==> src/hw/rtl/hbd_pkg.sv <==
// shared types, constants and helpers for the http body deframer
package hbd_pkg;

	localparam int CNT_W = 32;
	localparam int REG_W = 32;
	localparam int BYTE_W = 8;

	localparam logic [2:0] PH_HEX = 3'd0;
	localparam logic [2:0] PH_EXT = 3'd1;
	localparam logic [2:0] PH_CR = 3'd2;
	localparam logic [2:0] PH_DATA = 3'd3;
	localparam logic [2:0] PH_TRAIL1 = 3'd4;
	localparam logic [2:0] PH_TRAIL2 = 3'd5;

	localparam logic [1:0] ST_BUSY = 2'd0;
	localparam logic [1:0] ST_DONE = 2'd1;
	localparam logic [1:0] ST_BIG = 2'd2;

	localparam logic [1:0] REG_CHUNKED = 2'd0;
	localparam logic [1:0] REG_CLEN = 2'd1;
	localparam logic [1:0] REG_MAXBODY = 2'd2;

	localparam logic [BYTE_W-1:0] CH_CR = 8'h0d;
	localparam logic [BYTE_W-1:0] CH_LF = 8'h0a;

	typedef struct packed {
		logic chunked_mode;
		logic [REG_W-1:0] body_len;
		logic [REG_W-1:0] size_limit;
	} cfg_t;

	typedef struct packed {
		logic [BYTE_W-1:0] out_byte;
		logic is_payload;
		logic [1:0] status;
	} res_t;

	// bit 4 flags a hex digit, low nibble is its value
	function automatic logic [4:0] hex_digit(input logic [BYTE_W-1:0] c);
		logic [4:0] r;
		r = 5'd0;
		if (c >= 8'h30 && c <= 8'h39) begin
			r = {1'b1, c[3:0]};
		end else if ((c >= 8'h61 && c <= 8'h66) || (c >= 8'h41 && c <= 8'h46)) begin
			r = {1'b1, c[3:0] + 4'd9};
		end
		return r;
	endfunction

endpackage

==> src/hw/rtl/http_body_deframer_top.sv <==
// top level of the http body deframer
//
//  channel  dir  handshake                     payload
//  s_axis   in   s_axis_tvalid/s_axis_tready   tdata[7:0] in_byte
//  m_axis   out  m_axis_tvalid/m_axis_tready   tdata out_byte, status; tuser is_payload
//  cfg      in   cfg_valid/cfg_ready           cfg_index, cfg_data
//
//  one byte per cycle while m_axis_tready allows; a result passes the input register and then
//  the result register, with the decode logic between them, before it is offered
//  arst_n clears the framing state, the configuration registers and both valid flags
//  a stalled output holds its result; the input register keeps filling until both are full
module http_body_deframer_top import hbd_pkg::*; (
	input  logic clk,
	input  logic arst_n,
	input  logic s_axis_tvalid,
	output logic s_axis_tready,
	input  logic [7:0] s_axis_tdata, // [7:0] in_byte
	output logic m_axis_tvalid,
	input  logic m_axis_tready,
	output logic [15:0] m_axis_tdata, // [7:0] out_byte, [9:8] status, rest zero
	output logic m_axis_tuser, // [0] is_payload
	input  logic cfg_valid,
	output logic cfg_ready,
	input  logic [1:0] cfg_index,
	input  logic [REG_W-1:0] cfg_data
);

	cfg_t cfg;
	res_t res, res_out;
	logic valid_s1;
	logic [BYTE_W-1:0] byte_s1;
	logic out_full;
	logic adv;
	logic take;

	assign cfg_ready = 1'b1;
	assign take = out_full && m_axis_tready;
	assign adv = valid_s1 && (!out_full || m_axis_tready);
	assign s_axis_tready = !valid_s1 || adv;

	always_ff @(posedge clk or negedge arst_n) begin
		if (!arst_n) begin
			valid_s1 <= 1'b0;
		end else if (s_axis_tready) begin
			valid_s1 <= s_axis_tvalid;
		end
	end

	always_ff @(posedge clk) begin
		if (s_axis_tvalid && s_axis_tready) begin
			byte_s1 <= s_axis_tdata;
		end
	end

	hbd_cfg_regs u_cfg (
		.clk(clk),
		.arst_n(arst_n),
		.wr_en(cfg_valid && cfg_ready),
		.wr_index(cfg_index),
		.wr_data(cfg_data),
		.cfg(cfg)
	);

	hbd_parse u_parse (
		.clk(clk),
		.arst_n(arst_n),
		.step(adv),
		.byte_in(byte_s1),
		.cfg(cfg),
		.res(res)
	);

	hbd_out_reg u_out (
		.clk(clk),
		.arst_n(arst_n),
		.load(adv),
		.res(res),
		.take(take),
		.full(out_full),
		.res_out(res_out)
	);

	assign m_axis_tvalid = out_full;
	assign m_axis_tdata = {6'd0, res_out.status, res_out.out_byte};
	assign m_axis_tuser = res_out.is_payload;

endmodule

==> src/hw/rtl/hbd_cfg_regs.sv <==
// configuration register file of the http body deframer
module hbd_cfg_regs import hbd_pkg::*; (
	input  logic clk,
	input  logic arst_n,
	input  logic wr_en,
	input  logic [1:0] wr_index,
	input  logic [REG_W-1:0] wr_data,
	output cfg_t cfg
);

	cfg_t cfg_q;

	always_ff @(posedge clk or negedge arst_n) begin
		if (!arst_n) begin
			cfg_q.chunked_mode <= 1'b0;
			cfg_q.body_len <= '0;
			cfg_q.size_limit <= '1;
		end else if (wr_en) begin
			unique case (wr_index)
				REG_CHUNKED: cfg_q.chunked_mode <= wr_data[0];
				REG_CLEN: cfg_q.body_len <= wr_data;
				REG_MAXBODY: cfg_q.size_limit <= wr_data;
				default: ;
			endcase
		end
	end

	assign cfg = cfg_q;

endmodule

==> src/hw/rtl/hbd_parse.sv <==
// framing state and per-byte decode of the http body deframer
module hbd_parse import hbd_pkg::*; (
	input  logic clk,
	input  logic arst_n,
	input  logic step,
	input  logic [BYTE_W-1:0] byte_in,
	input  cfg_t cfg,
	output res_t res
);

	logic [2:0] phase_q, n_phase;
	logic [CNT_W-1:0] rem_q, n_rem;
	logic [CNT_W-1:0] cnt_q, n_cnt;
	logic [1:0] fin_q, n_fin;
	logic pay;

	logic [CNT_W-1:0] cnt_inc;
	logic [CNT_W-1:0] clen;
	logic [CNT_W-1:0] maxb;
	logic [CNT_W-1:0] room;
	logic [4:0] hd;
	logic is_cr;

	assign clen = CNT_W'(cfg.body_len);
	assign maxb = CNT_W'(cfg.size_limit);
	assign cnt_inc = (cnt_q != '1) ? cnt_q + 1'b1 : cnt_q;
	assign room = maxb - rem_q;
	assign hd = hex_digit(byte_in);
	assign is_cr = (byte_in == CH_CR);

	always_comb begin
		n_phase = phase_q;
		n_rem = rem_q;
		n_cnt = cnt_q;
		n_fin = fin_q;
		pay = 1'b0;
		if (fin_q != ST_BUSY) begin
			// body ended, drop
		end else if (!cfg.chunked_mode) begin
			if (cnt_q >= clen) begin
				n_fin = ST_DONE;
			end else begin
				pay = 1'b1;
				n_cnt = cnt_inc;
				if (cnt_inc >= clen) begin
					n_fin = ST_DONE;
				end
			end
		end else begin
			unique case (phase_q)
				PH_DATA: begin
					pay = 1'b1;
					n_cnt = cnt_inc;
					n_rem = (rem_q != '0) ? rem_q - 1'b1 : rem_q;
					if (rem_q <= CNT_W'(1)) begin
						n_phase = PH_TRAIL1;
					end
				end
				PH_TRAIL1: n_phase = PH_TRAIL2;
				PH_TRAIL2: begin
					n_phase = PH_HEX;
					n_rem = '0;
				end
				PH_CR: begin
					if (byte_in == CH_LF) begin
						if (rem_q > maxb || cnt_q > room) begin
							n_fin = ST_BIG;
						end else if (rem_q == '0) begin
							n_fin = ST_DONE;
						end else begin
							n_phase = PH_DATA;
						end
					end else begin
						n_phase = is_cr ? PH_CR : PH_EXT;
					end
				end
				PH_HEX, PH_EXT: begin
					if (is_cr) begin
						n_phase = PH_CR;
					end else if (phase_q != PH_HEX || !hd[4]) begin
						n_phase = PH_EXT;
					end else if (rem_q[CNT_W-1 -: 4] != 4'd0) begin
						n_rem = '1;
					end else begin
						n_rem = {rem_q[CNT_W-5:0], hd[3:0]};
					end
				end
				default: begin
					n_phase = PH_HEX;
					n_rem = '0;
				end
			endcase
		end
	end

	always_ff @(posedge clk or negedge arst_n) begin
		if (!arst_n) begin
			phase_q <= PH_HEX;
			rem_q <= '0;
			cnt_q <= '0;
			fin_q <= ST_BUSY;
		end else if (step) begin
			phase_q <= n_phase;
			rem_q <= n_rem;
			cnt_q <= n_cnt;
			fin_q <= n_fin;
		end
	end

	assign res.out_byte = pay ? byte_in : '0;
	assign res.is_payload = pay;
	assign res.status = n_fin;

	// an ended body stays ended
	a_fin_sticky: assert property (@(posedge clk) disable iff (!arst_n)
		fin_q != ST_BUSY |=> fin_q == $past(fin_q))
		else $error("final status changed after body end");

	// data phase always has bytes left
	a_data_rem: assert property (@(posedge clk) disable iff (!arst_n)
		phase_q == PH_DATA |-> rem_q != '0)
		else $error("data phase with empty chunk");

	// a taken payload byte advances the body count unless saturated
	a_cnt_step: assert property (@(posedge clk) disable iff (!arst_n)
		step && pay && cnt_q != '1 |=> cnt_q == $past(cnt_q) + 1'b1)
		else $error("body count did not advance on payload");

endmodule

==> src/hw/rtl/hbd_out_reg.sv <==
// result register of the http body deframer
module hbd_out_reg import hbd_pkg::*; (
	input  logic clk,
	input  logic arst_n,
	input  logic load,
	input  res_t res,
	input  logic take,
	output logic full,
	output res_t res_out
);

	logic full_q;
	res_t res_q;

	always_ff @(posedge clk or negedge arst_n) begin
		if (!arst_n) begin
			full_q <= 1'b0;
		end else if (load) begin
			full_q <= 1'b1;
		end else if (take) begin
			full_q <= 1'b0;
		end
	end

	always_ff @(posedge clk) begin
		if (load) begin
			res_q <= res;
		end
	end

	assign full = full_q;
	assign res_out = res_q;

	// a held result is never overwritten before it is taken
	a_no_overwrite: assert property (@(posedge clk) disable iff (!arst_n)
		full_q && !take |-> !load)
		else $error("result overwritten while stalled");

endmodule
==> config.mk <==
export PLATFORM = sky130hd
export DESIGN_NAME = http_body_deframer_top
export DESIGN_NICKNAME = d
export VERILOG_FILES = /design/src/hw/rtl/hbd_pkg.sv /design/src/hw/rtl/http_body_deframer_top.sv /design/src/hw/rtl/hbd_cfg_regs.sv /design/src/hw/rtl/hbd_parse.sv /design/src/hw/rtl/hbd_out_reg.sv
export SDC_FILE = /design/constraint.sdc
export NUM_CORES = 1
export LEC_CHECK = 0
export BUFFER_PORTS_ARGS = -buffer_cell sky130_fd_sc_hd__clkbuf_2
export CAP_MARGIN = 20
export CORE_MARGIN = 2
export CORE_UTILIZATION = 60
export CTS_BUF_LIST = sky130_fd_sc_hd__clkbuf_16
export CTS_CLUSTER_SIZE = 10
export DETAILED_ROUTE_END_ITERATION = 8
export PLACE_DENSITY_LB_ADDON = 0.1
export SLEW_MARGIN = 40
export SYNTH_ARGS = -nofsm -noshare
export SYNTH_HDL_FRONTEND = slang
export SYNTH_SLANG_ARGS = --single-unit
==> constraint.sdc <==
create_clock -name clk -period 5.8 [get_ports clk]
set_clock_uncertainty 0.1 [all_clocks]
set_input_delay 1.16 -clock clk [delete_from_list [all_inputs] [get_ports clk]]
set_output_delay 1.16 -clock clk [all_outputs]
set_load 0.005 [all_outputs]
Word level (Yosys, flattened, before mapping):

Cells that the tools add are included.
Widths: inputs -> output; s select.

* multiplexer cells: 33
* $add $sub $neg: 4
* bitwise logic cells: 2
* reduce and logical (&&, ||, !) cells: 30
* equality and inequality tests: 18
* magnitude comparators: 11

Operators by type and width (number)
* $mux 32: 8
* $pmux 32 s3: 1
* $ge 32x32->1: 2
* $gt 32x32->1: 2
* $add 32x1->32 const B: 1
* $le 32x1->1 const B: 1
* $logic_not 32->1: 1
* $ne 32x32->1 const B: 1
* $reduce_bool 32->1: 1
* $sub 32x1->32 const B: 1
* $sub 32x32->32: 1
* $mux 2: 9
* $mux 3: 6
* $eq 8x4->1 const B: 2
* $ge 8x7->1 const B: 2
* $le 8x7->1 const B: 2
* $reduce_and 7->1: 2
* $pmux 3 s4: 1
* $mux 5: 2
* $ge 8x6->1 const B: 1
* $le 8x6->1 const B: 1
* $eq 3x2->1 const B: 2
* $logic_and 1x1->1: 6
* $mux 1: 6
* 20 further kinds: 36

* bits of input ports: 47
* bits in registers: 155
* output and inout bits: 20
* logic and storage cells: 111

Longest topological paths before layout:

* word-level depth: 10
* gate-level depth with buffers: 20
* gate-level depth less buffers: 20

Modules after synthesis:

From an unflattened synthesis, not the netlist that was laid out.

* cells, all modules: 1236
* area, all modules: 11817.6 µm²

By module, submodules not included
* hbd_parse: instances 1, area an instance 8430.6 µm², cells an instance 1059, seq. area each 1726.7 µm²
* hbd_cfg_regs: instances 1, area an instance 2641.3 µm², cells an instance 139, seq. area each 1666.6 µm²
* http_body_deframer_top: instances 1, area an instance 379.1 µm², cells an instance 24, seq. area each 265.3 µm²
* hbd_out_reg: instances 1, area an instance 366.6 µm², cells an instance 14, seq. area each 355.3 µm²

Worst setup path before layout:

Ideal clock, no wire load.

* path type: flip-flop to flip-flop
* start point: register u_cfg.cfg_q, in the netlist u_cfg.cfg[0]
* end point: register u_out.res_q, in the netlist u_out.res_out[0], data pin
* data required time: 5.433 ns
* setup slack: 1.254 ns
* period minus slack after synthesis: 4.546 ns
* arrival time: 4.179 ns
* path buffers: 0
* setup time: 0.267 ns
* cell stages (with the launch flop): 20
* cells stage by stage: dfstp_2 > inv_1 > ha_1 > fa_1 > nor2b_1 > o31a_1 > o31a_1 > a31oi_1 > o31ai_1 > nand2_1 > a31oi_1 > xnor2_1 > ha_1 > and4_1 > nand4_1 > nor4_1 > a221oi_1 > a211oi_1 > o31a_1 > o31ai_1

RTL lines
* start: declaration: RTL line hbd_cfg_regs.sv:11 `cfg_t cfg_q;`
* end signal: assignment: RTL line hbd_out_reg.sv:27 `res_q <= res;`
* end: declaration: RTL line hbd_out_reg.sv:13 `res_t res_q;`

==> impl_metrics.json <==
{
  "path_class": "reg -> reg",
  "ctsHoldBuffers": 0,
  "synth_simple_gate_area_frac": 0.1424,
  "synth_top_family_by_area": "compound AO/OA/AOI/OAI gates",
  "fin_crit_ps": 5273,
  "path_buf_inv": 1,
  "power_mw": 3.247,
  "antenna_found_initial": 0,
  "ff2ff_path_depth": 19,
  "first_iter_violations": 636,
  "dpl_cell_area_sq_um": 12260,
  "grt_pass1_vias": 9287,
  "post-place-ws_ps": 554.9,
  "synthCells": 1252,
  "avgViaCountPerCell": 6.165,
  "tritoncts": "built",
  "r2r_setup_slack_ps": 530,
  "fin_area_sq_um": 12840,
  "cts.path.max_buffers": 2,
  "ys_types": 73,
  "critical_path.most_common_cell": "o31a_1",
  "crit_arrival_ps": 5340,
  "fin_crit_sh": 0.9092,
  "htreeDepth": 4,
  "seqPwrFrac": 0.398,
  "cap_violations": 0,
  "status": "finished, final reports clean",
  "grt_pass1_wl_mm": 47.37,
  "intPower_mw": 2.200,
  "worst_slew_pin_slew_ps": 731.6,
  "die_w_um": 143.7,
  "clock_sinks": 155,
  "rows": 51,
  "slew_violations": 0,
  "synth_compound_area_frac": 0.1952,
  "synth.yosys.seq_area_share": 0.3428,
  "critPathLaunchType": "flip-flop",
  "timing.fmax_mhz": 189.6,
  "yosysWarningCount": 0,
  "yosys-top-cells-area": "dfrtp_1, ha_1, dfstp_2",
  "multi_input_area_sq_um": 7213,
  "drt-pass1-iter-count": 5,
  "synth_area_sq_um": 11710,
  "vias": 9728,
  "syn_area_per_cell_sq_um": 9.353,
  "hold_path_class": "reg -> reg",
  "wl_met2_mm": 13.69,
  "wl_mm": 29.25,
  "combPwrFrac": 0.256,
  "finalNonFillerCells": 1578,
  "crit_chain": "inv_1, ha_1, fa_1, nor2b_1, o31a_1, o31a_1, a31oi_1, o31ai_1, nand2_1, a31oi_1, xnor2_1, ha_1, and4_1, nand4_1, nor4_1, a221oi_1, a211oi_1, o31a_1, o31ai_1",
  "die-area_sq_um": 20650,
  "slowest_stage": "o31ai_1",
  "grt_overflow_total": 0,
  "yosys.area_share.xor_xnor": 0.06283,
  "async_flop_share": 0.8774,
  "met1Wirelength_mm": 13.18,
  "gp_congestion": 0.8933,
  "crit_family": "compound AO/OA/AOI/OAI gates",
  "cts_buffers": 17,
  "top_layer_used": "met4",
  "synth-seq-cells": 155,
  "dp_hpwl_mm": 21.79,
  "grt_max_degree": 82,
  "holdWs_ps": 388.1,
  "seq_area_sq_um": 4014,
  "synth-main-ff-cell": "dfrtp_1",
  "switchingPower_mw": 1.046,
  "start_util": 0.6056,
  "setup_viol_count_final": 0,
  "synth_edf_count": 19,
  "syn_to_final_growth_pct": 9.691,
  "hold_viol_final": 0,
  "drc": 0,
  "finalSetupTns_ps": 0,
  "synth_adder_area_share": 0.1460,
  "die_h_um": 143.7,
  "grt_usage": 0.2942,
  "utilization": 0.6643,
  "netSwitchingFraction": 0.3222,
  "post_cts_buffers": 0,
  "core_area_sq_um": 19330,
  "clk_latency_ps": 440,
  "port_buffers": 59,
  "worstPathRequired_ps": 5870,
  "io_pins": 67,
  "dpl.cell_count": 1546,
  "fin_nets": 1483,
  "irDropWorstVdd_mv": 0.2262,
  "worstSetupPathDepth": 19,
  "p_leak_nw": 6.116,
  "cp-end-kind": "flip-flop",
  "synth_top_cell_area_share": 0.2222,
  "crit_path_max_incr_delay_ps": 610,
  "cts_root_buffer": "clkbuf_16",
  "crit_fanout": 4,
  "wl_per_cell_um": 18.54,
  "cts_resized": 0,
  "layout_setup_ws_ps": 526.5,
  "yosys.area.top_type": "dfrtp_1",
  "powerDensity_nw_per_um2": 252.8,
  "hold-path-cell-count": 1,
  "dr_wl_met3_mm": 1.473,
  "clkPwrFrac": 0.346,
  "ant_nets": 0,
  "synthMuxAreaShare": 0.06528,
  "fillCellCount": 1604,
  "slew_headroom": 0.5122,
  "rsz0062_at_grt": "false",
  "layout-drive-gt1-share": 0.1676,
  "cts.clk_slew.worst_paths_ps": 70,
  "antennaDiodeCount": 0
}
[flip-flops by register name (all words and copies together), names as in the netlist]
register	cells
u_cfg.cfg	65
u_parse.cnt_q	32
u_parse.rem_q	32
u_out.res_out	11
byte_s1	8
u_parse.phase_q	3
u_parse.fin_q	2
u_out.full	1
valid_s1	1
[metal layers]
layer,track usage,vias up
met5,0,-
met4,0.1156,0
met3,0.05165,56
met2,0.4744,284
met1,0.3947,4679
li1,-,4709
[power by group through the flow]
stage | clock, mW | combinational, mW | sequential [mW]
floorplan | 0 | 0.629 | 1.28
global placement | 0 | 0.801 | 1.31
detailed placement | 0 | 0.822 | 1.31
CTS | 1.14 | 0.830 | 1.29
global route | 1.18 | 0.946 | 1.31
finish | 1.12 | 0.831 | 1.29
[final cells by class]
class                           count  area share
Inverter                           82     0.02396
Sequential cell                   155      0.3125
Clock inverter                     15     0.01179
Multi-Input combinational cell    972      0.5616
Tap cell                          265     0.02581
Clock buffer                       17     0.03312
Timing Repair Buffer               72     0.03127
[cell usage in the layout, fill, tap and decap left out, types with 19 or more instances in the layout]
cell,instances
nand3_1,31
nand2_1,97
clkbuf_2,58
inv_1,82
dfrtp_1,104
ha_1,135
a22o_1,27
edfxtp_1,19
a21oi_1,73
and3_1,27
nand4_1,24
xnor2_1,25
a21o_1,30
mux2_2,67
xor2_1,59
o21ai_0,109
nor2_1,52
dfstp_2,32
a211oi_1,23
[Yosys cell counts, drive strengths merged (30+ instances only)]
master,n
clkbuf,35
nor2,52
o21ai,110
xor2,59
dfstp,32
a21oi,73
mux2,67
nand3,31
nand2,97
inv,82
dfrtp,104
ha,135
a21o,30
[worst reg2reg max path, cell delays in order (launching register included)]
cell      delay [ps]
dfstp_2          530
inv_1             40
ha_1             210
fa_1             400
nor2b_1          160
o31a_1           170
o31a_1           200
a31oi_1          200
o31ai_1          620
nand2_1          150
a31oi_1          190
xnor2_1           90
ha_1             280
and4_1           210
nand4_1          150
nor4_1           390
a221oi_1         130
a211oi_1         490
o31a_1           220
o31ai_1           80
[final timing paths]
| kind | from | end |
|---|---|---|
| max | u_cfg.cfg[0] | u_out.res_out[0] |
| min | valid_s1 | u_out.full |
| max reg2reg | u_cfg.cfg[0] | u_out.res_out[0] |
| min reg2reg | valid_s1 | u_out.full |
| max in group asynchronous | arst_n | u_parse.rem_q[23] |
| min in group asynchronous | arst_n | u_cfg.cfg[39] |
[logic make-up (layout without fill, tap and decap cells)]
kind of cell / after synthesis / in the layout
flops: 155 / 155
buf+inv: 130 / 186
compound gates: 352 / 352
mux: 68 / 68
other cells: 2 / 7
fa+ha+maj: 136 / 136
simple gates: 325 / 325
xor+xnor: 84 / 84
Note: power is estimated with default switching activity, not from simulation.
